--- config.mk ---
export PLATFORM = sky130hd
export DESIGN_NAME = mrc_front
export DESIGN_NICKNAME = d
export VERILOG_FILES = /design/src/rtl/mrc_pkg.sv /design/src/rtl/mrc_front.sv
export SDC_FILE = /design/constraint.sdc
export NUM_CORES = 1
export LEC_CHECK = 0
export BUFFER_PORTS_ARGS = -buffer_cell sky130_fd_sc_hd__buf_2
export CAP_MARGIN = 20
export CORE_AREA = 2 2 150 108
export CTS_CLUSTER_DIAMETER = 120
export CTS_CLUSTER_SIZE = 16
export DETAILED_ROUTE_END_ITERATION = 7
export DIE_AREA = 0 0 152 110
export PLACE_DENSITY_LB_ADDON = 0.3
export RECOVER_POWER = 25
export SLEW_MARGIN = 20
export SYNTH_ARGS = -nofsm -noshare
export SYNTH_HDL_FRONTEND = slang
export SYNTH_SLANG_ARGS = --single-unit
--- constraint.sdc ---
create_clock -name clk -period 4.41 [get_ports clk]
set_clock_uncertainty 0.2 [all_clocks]
set_input_delay 0.6615 -clock clk [delete_from_list [all_inputs] [get_ports clk]]
set_output_delay 0.6615 -clock clk [all_outputs]
set_load 0.05 [all_outputs]
--- src/rtl/mrc_pkg.sv ---
// Shared types and encodings for the mini RISC step core.
package mrc_pkg;

  // Request operations
  localparam logic [1:0] OP_LOAD = 2'd0;
  localparam logic [1:0] OP_EXEC = 2'd1;
  localparam logic [1:0] OP_READ = 2'd2;

  // Instruction encodings
  localparam logic [5:0] OPC_RTYPE = 6'd48;
  localparam logic [5:0] FN_ADD    = 6'd10;
  localparam logic [5:0] FN_OR     = 6'd48;
  localparam logic [5:0] FN_SLT    = 6'd15;
  localparam logic [5:0] FN_XOR    = 6'd20;
  localparam logic [5:0] OPC_SUBI  = 6'd28;
  localparam logic [5:0] OPC_LW    = 6'd6;
  localparam logic [5:0] OPC_SW    = 6'd2;
  localparam logic [5:0] OPC_BGE   = 6'd39;
  localparam logic [5:0] OPC_J     = 6'd36;
  localparam logic [5:0] OPC_JAL   = 6'd34;

  localparam int          NUM_REGS = 32;
  localparam logic [4:0]  LINK_REG = 5'd31;

  typedef struct packed {
    logic [1:0]  op;
    logic [6:0]  load_address;
    logic [31:0] load_word;
    logic [4:0]  read_index;
  } mrc_in_t;

  typedef struct packed {
    logic [6:0]         pc_after;
    logic               reg_written;
    logic [4:0]         reg_dest;
    logic signed [31:0] reg_value;
    logic               mem_written;
    logic [9:0]         mem_word_index;
    logic signed [31:0] mem_value;
    logic               branch_taken;
    logic               unknown_instr;
    logic signed [31:0] read_value;
  } mrc_out_t;

  // Classified request as held in the queue
  typedef struct packed {
    logic        is_load;
    logic        is_exec;
    logic        is_read;
    logic [6:0]  load_address;
    logic [31:0] load_word;
    logic [4:0]  read_index;
  } mrc_req_t;

endpackage

--- src/rtl/mrc_front.sv ---
// Front end: accepts requests, classifies them and queues them.
module mrc_front
  import mrc_pkg::*;
(
  input  logic     clk,
  input  logic     rst_n,
  input  logic     in_valid,
  output logic     in_stall,
  input  mrc_in_t  in_data,
  input  logic     clearing,
  output logic     q_valid,
  output mrc_req_t q_head,
  input  logic     q_pop
);

  mrc_req_t   fifo_r [2];
  logic       wptr_r, rptr_r;
  logic [1:0] cnt_r;
  logic       push;
  mrc_req_t   cls;

  // Classify the operation
  always_comb begin
    cls              = '0;
    cls.is_load      = (in_data.op == OP_LOAD);
    cls.is_exec      = (in_data.op == OP_EXEC);
    cls.is_read      = (in_data.op == OP_READ);
    cls.load_address = in_data.load_address;
    cls.load_word    = in_data.load_word;
    cls.read_index   = in_data.read_index;
  end

  assign in_stall = (cnt_r == 2'd2) || clearing;
  assign push     = in_valid && !in_stall;
  assign q_valid  = (cnt_r != 2'd0);
  assign q_head   = fifo_r[rptr_r];

  // Two-entry queue
  always_ff @(posedge clk) begin
    if (!rst_n) begin
      wptr_r <= 1'b0;
      rptr_r <= 1'b0;
      cnt_r  <= 2'd0;
    end else begin
      if (push) begin
        wptr_r <= !wptr_r;
      end
      if (q_pop) begin
        rptr_r <= !rptr_r;
      end
      cnt_r <= cnt_r + {1'b0, push} - {1'b0, q_pop};
    end
    if (push) begin
      fifo_r[wptr_r] <= cls;
    end
  end

endmodule

# --- Word-level counts from Yosys, hierarchy flattened ---
# Memory sizes are Yosys's and may differ from the RTL's. A register that Yosys moved wholly into a read port is not among the register bits.
# Cells that the tools add are included.
totals:
  register_bits: 4
  ramBits: 94
  output_inout_bits: 49
  in_bits: 51
  mem_count: 1
  elab_cells: 20
classes:
  n_reduce_logical: 7
  muxes: 4
  add_sub_neg: 2
  eq_ne: 3
mem_list:
  columns: ["name", "depth", "width", "read_ports", "rd_clocked_by_memory_dff", "write_ports", "line_no", "text"]
  rows:
  - ["fifo_r", 2, 47, 1, 1, 1, "mrc_front.sv:16", "mrc_req_t fifo_r [2];"]
op_table:
  columns: ["operator", "n"]
  rows:
  - ["equality test 2 bit, second input constant", 2]
  - ["two-way mux 1 bit", 4]
  - ["logical NOT 1 bit", 3]
  - ["adder 2 x 1 -> 2 bit", 1]
  - ["equality test 2 x 1 -> 1 bit, second input constant", 1]
  - ["logical NOT 2 bit", 1]
  - ["nonzero test 2 bit", 1]
  - ["subtractor 2 x 1 -> 2 bit", 1]
  - ["logical AND 1 bit", 1]
  - ["logical OR 1 bit", 1]

# --- Depth between registers and ports, before layout ---
# Gate-level depths: netlist of the first run.
depth:
  depth_word: 6
  depth_mapped: 8
  depth_no_buf: 8

# --- Worst setup path after synthesis of the first run ---
# OpenSTA, ideal clock, no wires.
synth_path:
  path_kind: "input port to flip-flop"
  startpoint: "in clearing"
  endpoint: "mem fifo_r[0][0] (netlist name), enable pin"
  required_ps: 3758
  t_arrival_ps: 2883
  setup_ps: 452
  n_path_buf: 0
  path_slack_ps: 875
  cell_stages: 2
  cell_sequence: "nand3b_1 -> nor2_1"
synth_between:
  elab_chain_len: 5
synth_rtl:
  columns: ["element", "line_no", "text"]
  rows:
  - ["start, declared", "mrc_front.sv:10", "input logic clearing,"]
  - ["logical OR 1 bit", "mrc_front.sv:33", "assign in_stall = (cnt_r == 2'd2) || clearing;"]
  - ["logical NOT 1 bit", "mrc_front.sv:34", "assign push = in_valid && !in_stall;"]
  - ["logical AND 1 bit", "mrc_front.sv:34", null]
  - ["two-way mux 1 bit", "mrc_front.sv:53", "if (push) begin"]
  - ["two-way mux 1 bit (not written as such)", "mrc_front.sv:54", "fifo_r[wptr_r] <= cls;"]
  - ["end, declared", "mrc_front.sv:16", null]
# No other way between the ends.

==> metrics, run 1 <==
Flop pwr share=48.1%; Resized cells post-CTS=0; unrepaired setup endpoints after global routing=false; pin count of the biggest net entering global routing=48; Tcrit/Tclk final=62.6%; CP Launch Type=flip-flop; Sw Ratio=26.5%; measured slew at the worst slew-check pin=0.868 ns; CTS tree=yes; ANT nets after route=0; port bufs=99; Final nets=334; final worst path period need=2.76 ns; leading area contributor after synthesis=edfxtp_1; Yosys cell types=18; WP data required=3.55 ns; GPL Wtd Cong=0.704; die height=110 um; Setup CP Type=reg2out; worst vdd ir=0.000223 V; worst-path maximum fanout=47; Setup Buffers After CTS=0; Cells after Synth=174; WL/cell=14.0 um; R2R depth=4; Die Wd=152 um; ratio of cells with drive above 1 in the final layout=53.1%; power per cell area=488 nW/um^2; FMAX=362 MHz; initial antenna violation count=1; total number of vias=1849; hold-critical path depth=1; DP HPWL=4.54 mm; Initial DRT Pass Iterations=4; worst skew pair latency=0.33 ns; Hold Path End=fifo_r[1][6]$_DFFE_PP_; Setup crit end kind=output port; Hold/Removal Path Class=in2reg; commonest non-fill, non-tap cells in the layout=edfxtp_1, buf_2, mux2_4; CP arrival=1.90 ns; Sum Neg Setup Slack=0 ns; grt total ovfl=0; worst reg-to-reg setup slack=2.00 ns; Die ar.=16700 um^2; Mapped Nets=227; largest cells by area after synthesis=edfxtp_1, mux2_4, mux2_2, dfxtp_1, buf_6; fillers=1496; H-tree levels=3; Comb power frac=17.1%; Max Slew Vio Count=0; Placeable Area=15300 um^2; # IOs=100; max cap viols=0; Crit Reg-Reg Endpoint=fifo_r[0][27]$_DFFE_PP_; clock tree buffer depth=2; clock root buffer=clkbuf_16; post-synth top area share=75.0%; Warnings, synthesis=0; Initial Util=24.7%; TritonCTS Buffers=9; number of global-route vias before repair=1928; total net switching power=0.000621 W; syn avg cell area=21.6 um^2; Clock transition at path regs=0.07 ns; Layout Area Growth over Synthesis=27.4%; setup violators final=0; clock network fraction of total power=34.8%; final instance area=4800 um^2; Hold Violations, Final=0; final hold slack=0.316 ns; Total GRT Usage=8.26%; Worst slew margin=42.0%; Post-route DRC=0; commonest non-fill, non-tap cell in the layout=edfxtp_1; worst reg2reg startpoint=cnt_r[0]$_SDFF_PN0_; Core Rows=38; DR vias/cell=3.80; cell-internal power=0.00172 W; Seq/Total Area, Yosys=77.6%; Initial DRC Count=92; post-synthesis cell area=3770 um^2; first-pass GRT wire length=10.2 mm; HP Start=in_data[6]; DP Area=4500 um^2; outcome=complete, no violations; CTS Sinks=99; FF+latch count, synth=99; P_leak=1.78 nW; Total Wirelength=6.81 mm; CTS Hold Buffers Added=0
critical path, cell delays in order (launching register included):
cell,delay (ns)
dfxtp_4,0.90
mux2_2,0.44
buf_2,0.22
per-stage QoR:
stage	utilization, %	std cells	setup WS (ns)	power [W]
global route	31.4	486	1.54	0.00244
CTS	31.5	486	1.58	0.00238
global placement	29.5	470	1.54	0.00155
floorplan	-	174	0.875	0.00146
finish	31.4	487	1.65	0.00234
detailed placement	29.5	470	1.54	0.00156
metal layers:
layer  vias to the layer above  GRT usage [%]  share of wire (%)  routed length [um]
met2                        73           12.9                 46                3110
met4                         0           2.60               0.91                  62
met1                       885           9.97                 45                3050
met3                         8           4.30                8.7                 590
met5                         -              0                  0                   0
li1                        883              -                  -                   -
layout make-up:
| type | instances | area [um^2] | share of cell area (%) |
|---|---|---|---|
| well taps | 200 | 250 | 5.22 |
| repair buffers | 101 | 492 | 10.2 |
| multi-input cells | 68 | 801 | 16.7 |
| inverters | 2 | 7.51 | 0.156 |
| clock buffers | 10 | 229 | 4.77 |
| clock inverters | 6 | 90.1 | 1.88 |
| flip-flops and latches | 99 | 2930 | 61.0 |
| diodes | 1 | 2.50 | 0.0522 |
registers in the layout, summed over array words and instances (netlist names), named ones only:
name and flops:
wptr_r 1, fifo_r 94, cnt_r 2, rptr_r 1
synth_stat cells (all sizes together):
cell and number:
mux2 47, nand3b 1, nor2b 2, edfxtp 94, nand2 2, and2 4, xor2 1, inv 2
nand2b 2, xnor2 2, dfxtp 5, or2 1, buf 5, mux2i 1, nor2 3, ha 2
cells by family after synthesis:
logic type	Yosys count	synth area share, %
DFF	99	77.6
buffers and inverters	7	1.53
and+or+nand+nor	15	2.19
xor gates and xnor gates	3	0.698
muxes	48	17.3
adders and majority gates	2	0.664
power by group through the flow:
| stage | Combinational [W] | Clock, W | Sequential [W] |
|---|---|---|---|
| after floorplan | 0.000333 | 0 | 0.00113 |
| after global placement | 0.000405 | 0 | 0.00115 |
| after detailed placement | 0.000407 | 0 | 0.00115 |
| after CTS | 0.000408 | 0.000845 | 0.00113 |
| after global routing | 0.000423 | 0.000881 | 0.00113 |
| final | 0.000399 | 0.000815 | 0.00113 |
worst max-delay path by stage:
stage | depth (start not counted) | from | endpoint
final | 2 | flip-flop | q_head[10]
after global routing | 2 | flip-flop | q_head[46]
after CTS | 2 | flip-flop | q_head[46]
after detailed placement | 4 | clearing | fifo_r[0][34]$_DFFE_PP_
after global placement | 4 | clearing | fifo_r[0][34]$_DFFE_PP_
after floorplan | 2 | clearing | fifo_r[0][0]$_DFFE_PP_
Note: power is estimated with default switching activity, not from simulation.
==> run 2: changes to the inputs <==
==> constraint.sdc (replaced) <==
create_clock -name clk -period 2.4 [get_ports clk]
set_clock_uncertainty 0.2 [all_clocks]
set_input_delay 0.36 -clock clk [delete_from_list [all_inputs] [get_ports clk]]
set_output_delay 0.36 -clock clk [all_outputs]
set_load 0.05 [all_outputs]
==> metrics, run 2 (synthesized netlist as in run 1, its figures left out) <==
outcome=complete, no violations; ANT nets after route=0; DP HPWL=4.47 mm; die height=110 um; max cap viols=0; Post-route DRC=0; Max Slew Vio Count=0; total number of vias=1979; worst-path maximum fanout=36; # IOs=100; final worst path period need=2.11 ns; Resized cells post-CTS=0; Placeable Area=15300 um^2; Die ar.=16700 um^2; measured slew at the worst slew-check pin=0.272 ns; Setup CP Type=reg2out; Setup Buffers After CTS=0; final instance area=5150 um^2; DP Area=4570 um^2; Setup crit end kind=output port; post-layout utilization of the core=33.7%; CTS tree=yes; worst skew pair latency=0.33 ns; TritonCTS Buffers=9; Initial Util=24.7%; WP data required=1.84 ns; port bufs=99; initial antenna violation count=0; pin count of the biggest net entering global routing=37; Crit path max-delay family=buffers and inverters; commonest non-fill, non-tap cell in the layout=edfxtp_1; max incr delay on CP=0.39 ns; Total GRT Usage=8.59%; Overall Power=0.00421 W; Largest regs=fifo_r x94, cnt_r x2; Slowest-stage cell, CP=mux2_2; clock root buffer=clkbuf_16; final hold slack=0.0381 ns; Die Wd=152 um; Clock transition at path regs=0.06 ns; Initial DRT Pass Iterations=4; unrepaired setup endpoints after global routing=false; ratio of cells with drive above 1 in the final layout=46.3%; H-tree levels=3; worst vdd ir=0.000461 V; cells along the critical path=buf_12, mux2_2, buf_2; DR vias/cell=3.79; Buf/Inv on CP=2; power per cell area=818 nW/um^2; Core Rows=38; FMAX=473 MHz; CP arrival=1.55 ns; GPL Wtd Cong=0.632; WL/cell=12.9 um; register name with the most flops=fifo_r; Initial DRC Count=91; Layout Area Growth over Synthesis=36.6%; clock tree buffer depth=2; Final nets=372; grt total ovfl=0; CTS Sinks=99; Largest register FFs=94; PnR worst setup slack=0.286 ns; Tcrit/Tclk final=88.1%; first-pass GRT wire length=10.7 mm; dpl ws=0.523 ns; ant diodes=0; CP Launch Type=flip-flop; setup violators final=0; Total Wirelength=6.76 mm; commonest non-fill, non-tap cells in the layout=edfxtp_1, buf_2, dlygate4sd3_1; Hold/Removal Path Class=in2reg; P_leak=1.92 nW; number of global-route vias before repair=2121; Worst slew margin=81.9%; Hold Violations, Final=0
-- run 2: worst paths after layout --
kind,slack (ns),start,depth (start not counted),endpoint
worst max register to register,0.60,cnt_r[0]$_SDFF_PN0_,8,cnt_r[1]$_SDFF_PN0_
worst max-delay path,0.29,flip-flop,3,q_head[8]
worst min-delay path,0.04,in_data[39],1,fifo_r[0][39]$_DFFE_PP_
worst min register to register,0.31,wptr_r$_SDFFE_PN0P_,2,wptr_r$_SDFFE_PN0P_
-- run 2: layer usage --
metal  share of wire [%]  routed length, um  track usage (%)  vias to the layer above
met4                 1.5                100             3.40                        0
met2                  48               3220             14.2                       65
met1                  44               2970             9.82                      946
li1                    -                  -                -                      959
met5                   0                  0                0                        -
met3                 6.9                465             4.03                        9
-- run 2: through the flow --
step                      instances  TNS (ns)
final                           522         0
after global routing            522         0
after CTS                       519         0
after detailed placement        475         0
after global placement          475         0
after floorplan                 174     -7.52
-- run 2: power by group --
| group | total (W) | switching (W) | internal, W |
|---|---|---|---|
| Sequential | 0.00203 | 0.0000280 | 0.00200 |
| Combinational | 0.000833 | 0.000540 | 0.000293 |
| Clock | 0.00135 | 0.000557 | 0.000788 |
-- run 2: layout make-up --
class,instances,area [um^2]
sequential,99,2920
clock inverter,4,43.8
inverter,2,7.51
fill,1483,10100
timing repair buffer,139,891
multi-input combinational,68,801
tap,200,250
clock buffer,10,229
-- run 2: what timing repair did --
item                                    4_1_cts  5_1_grt
endpoints found under the hold margin        60        5
endpoints found under the setup margin        0        0
hold buffers                                 30        3
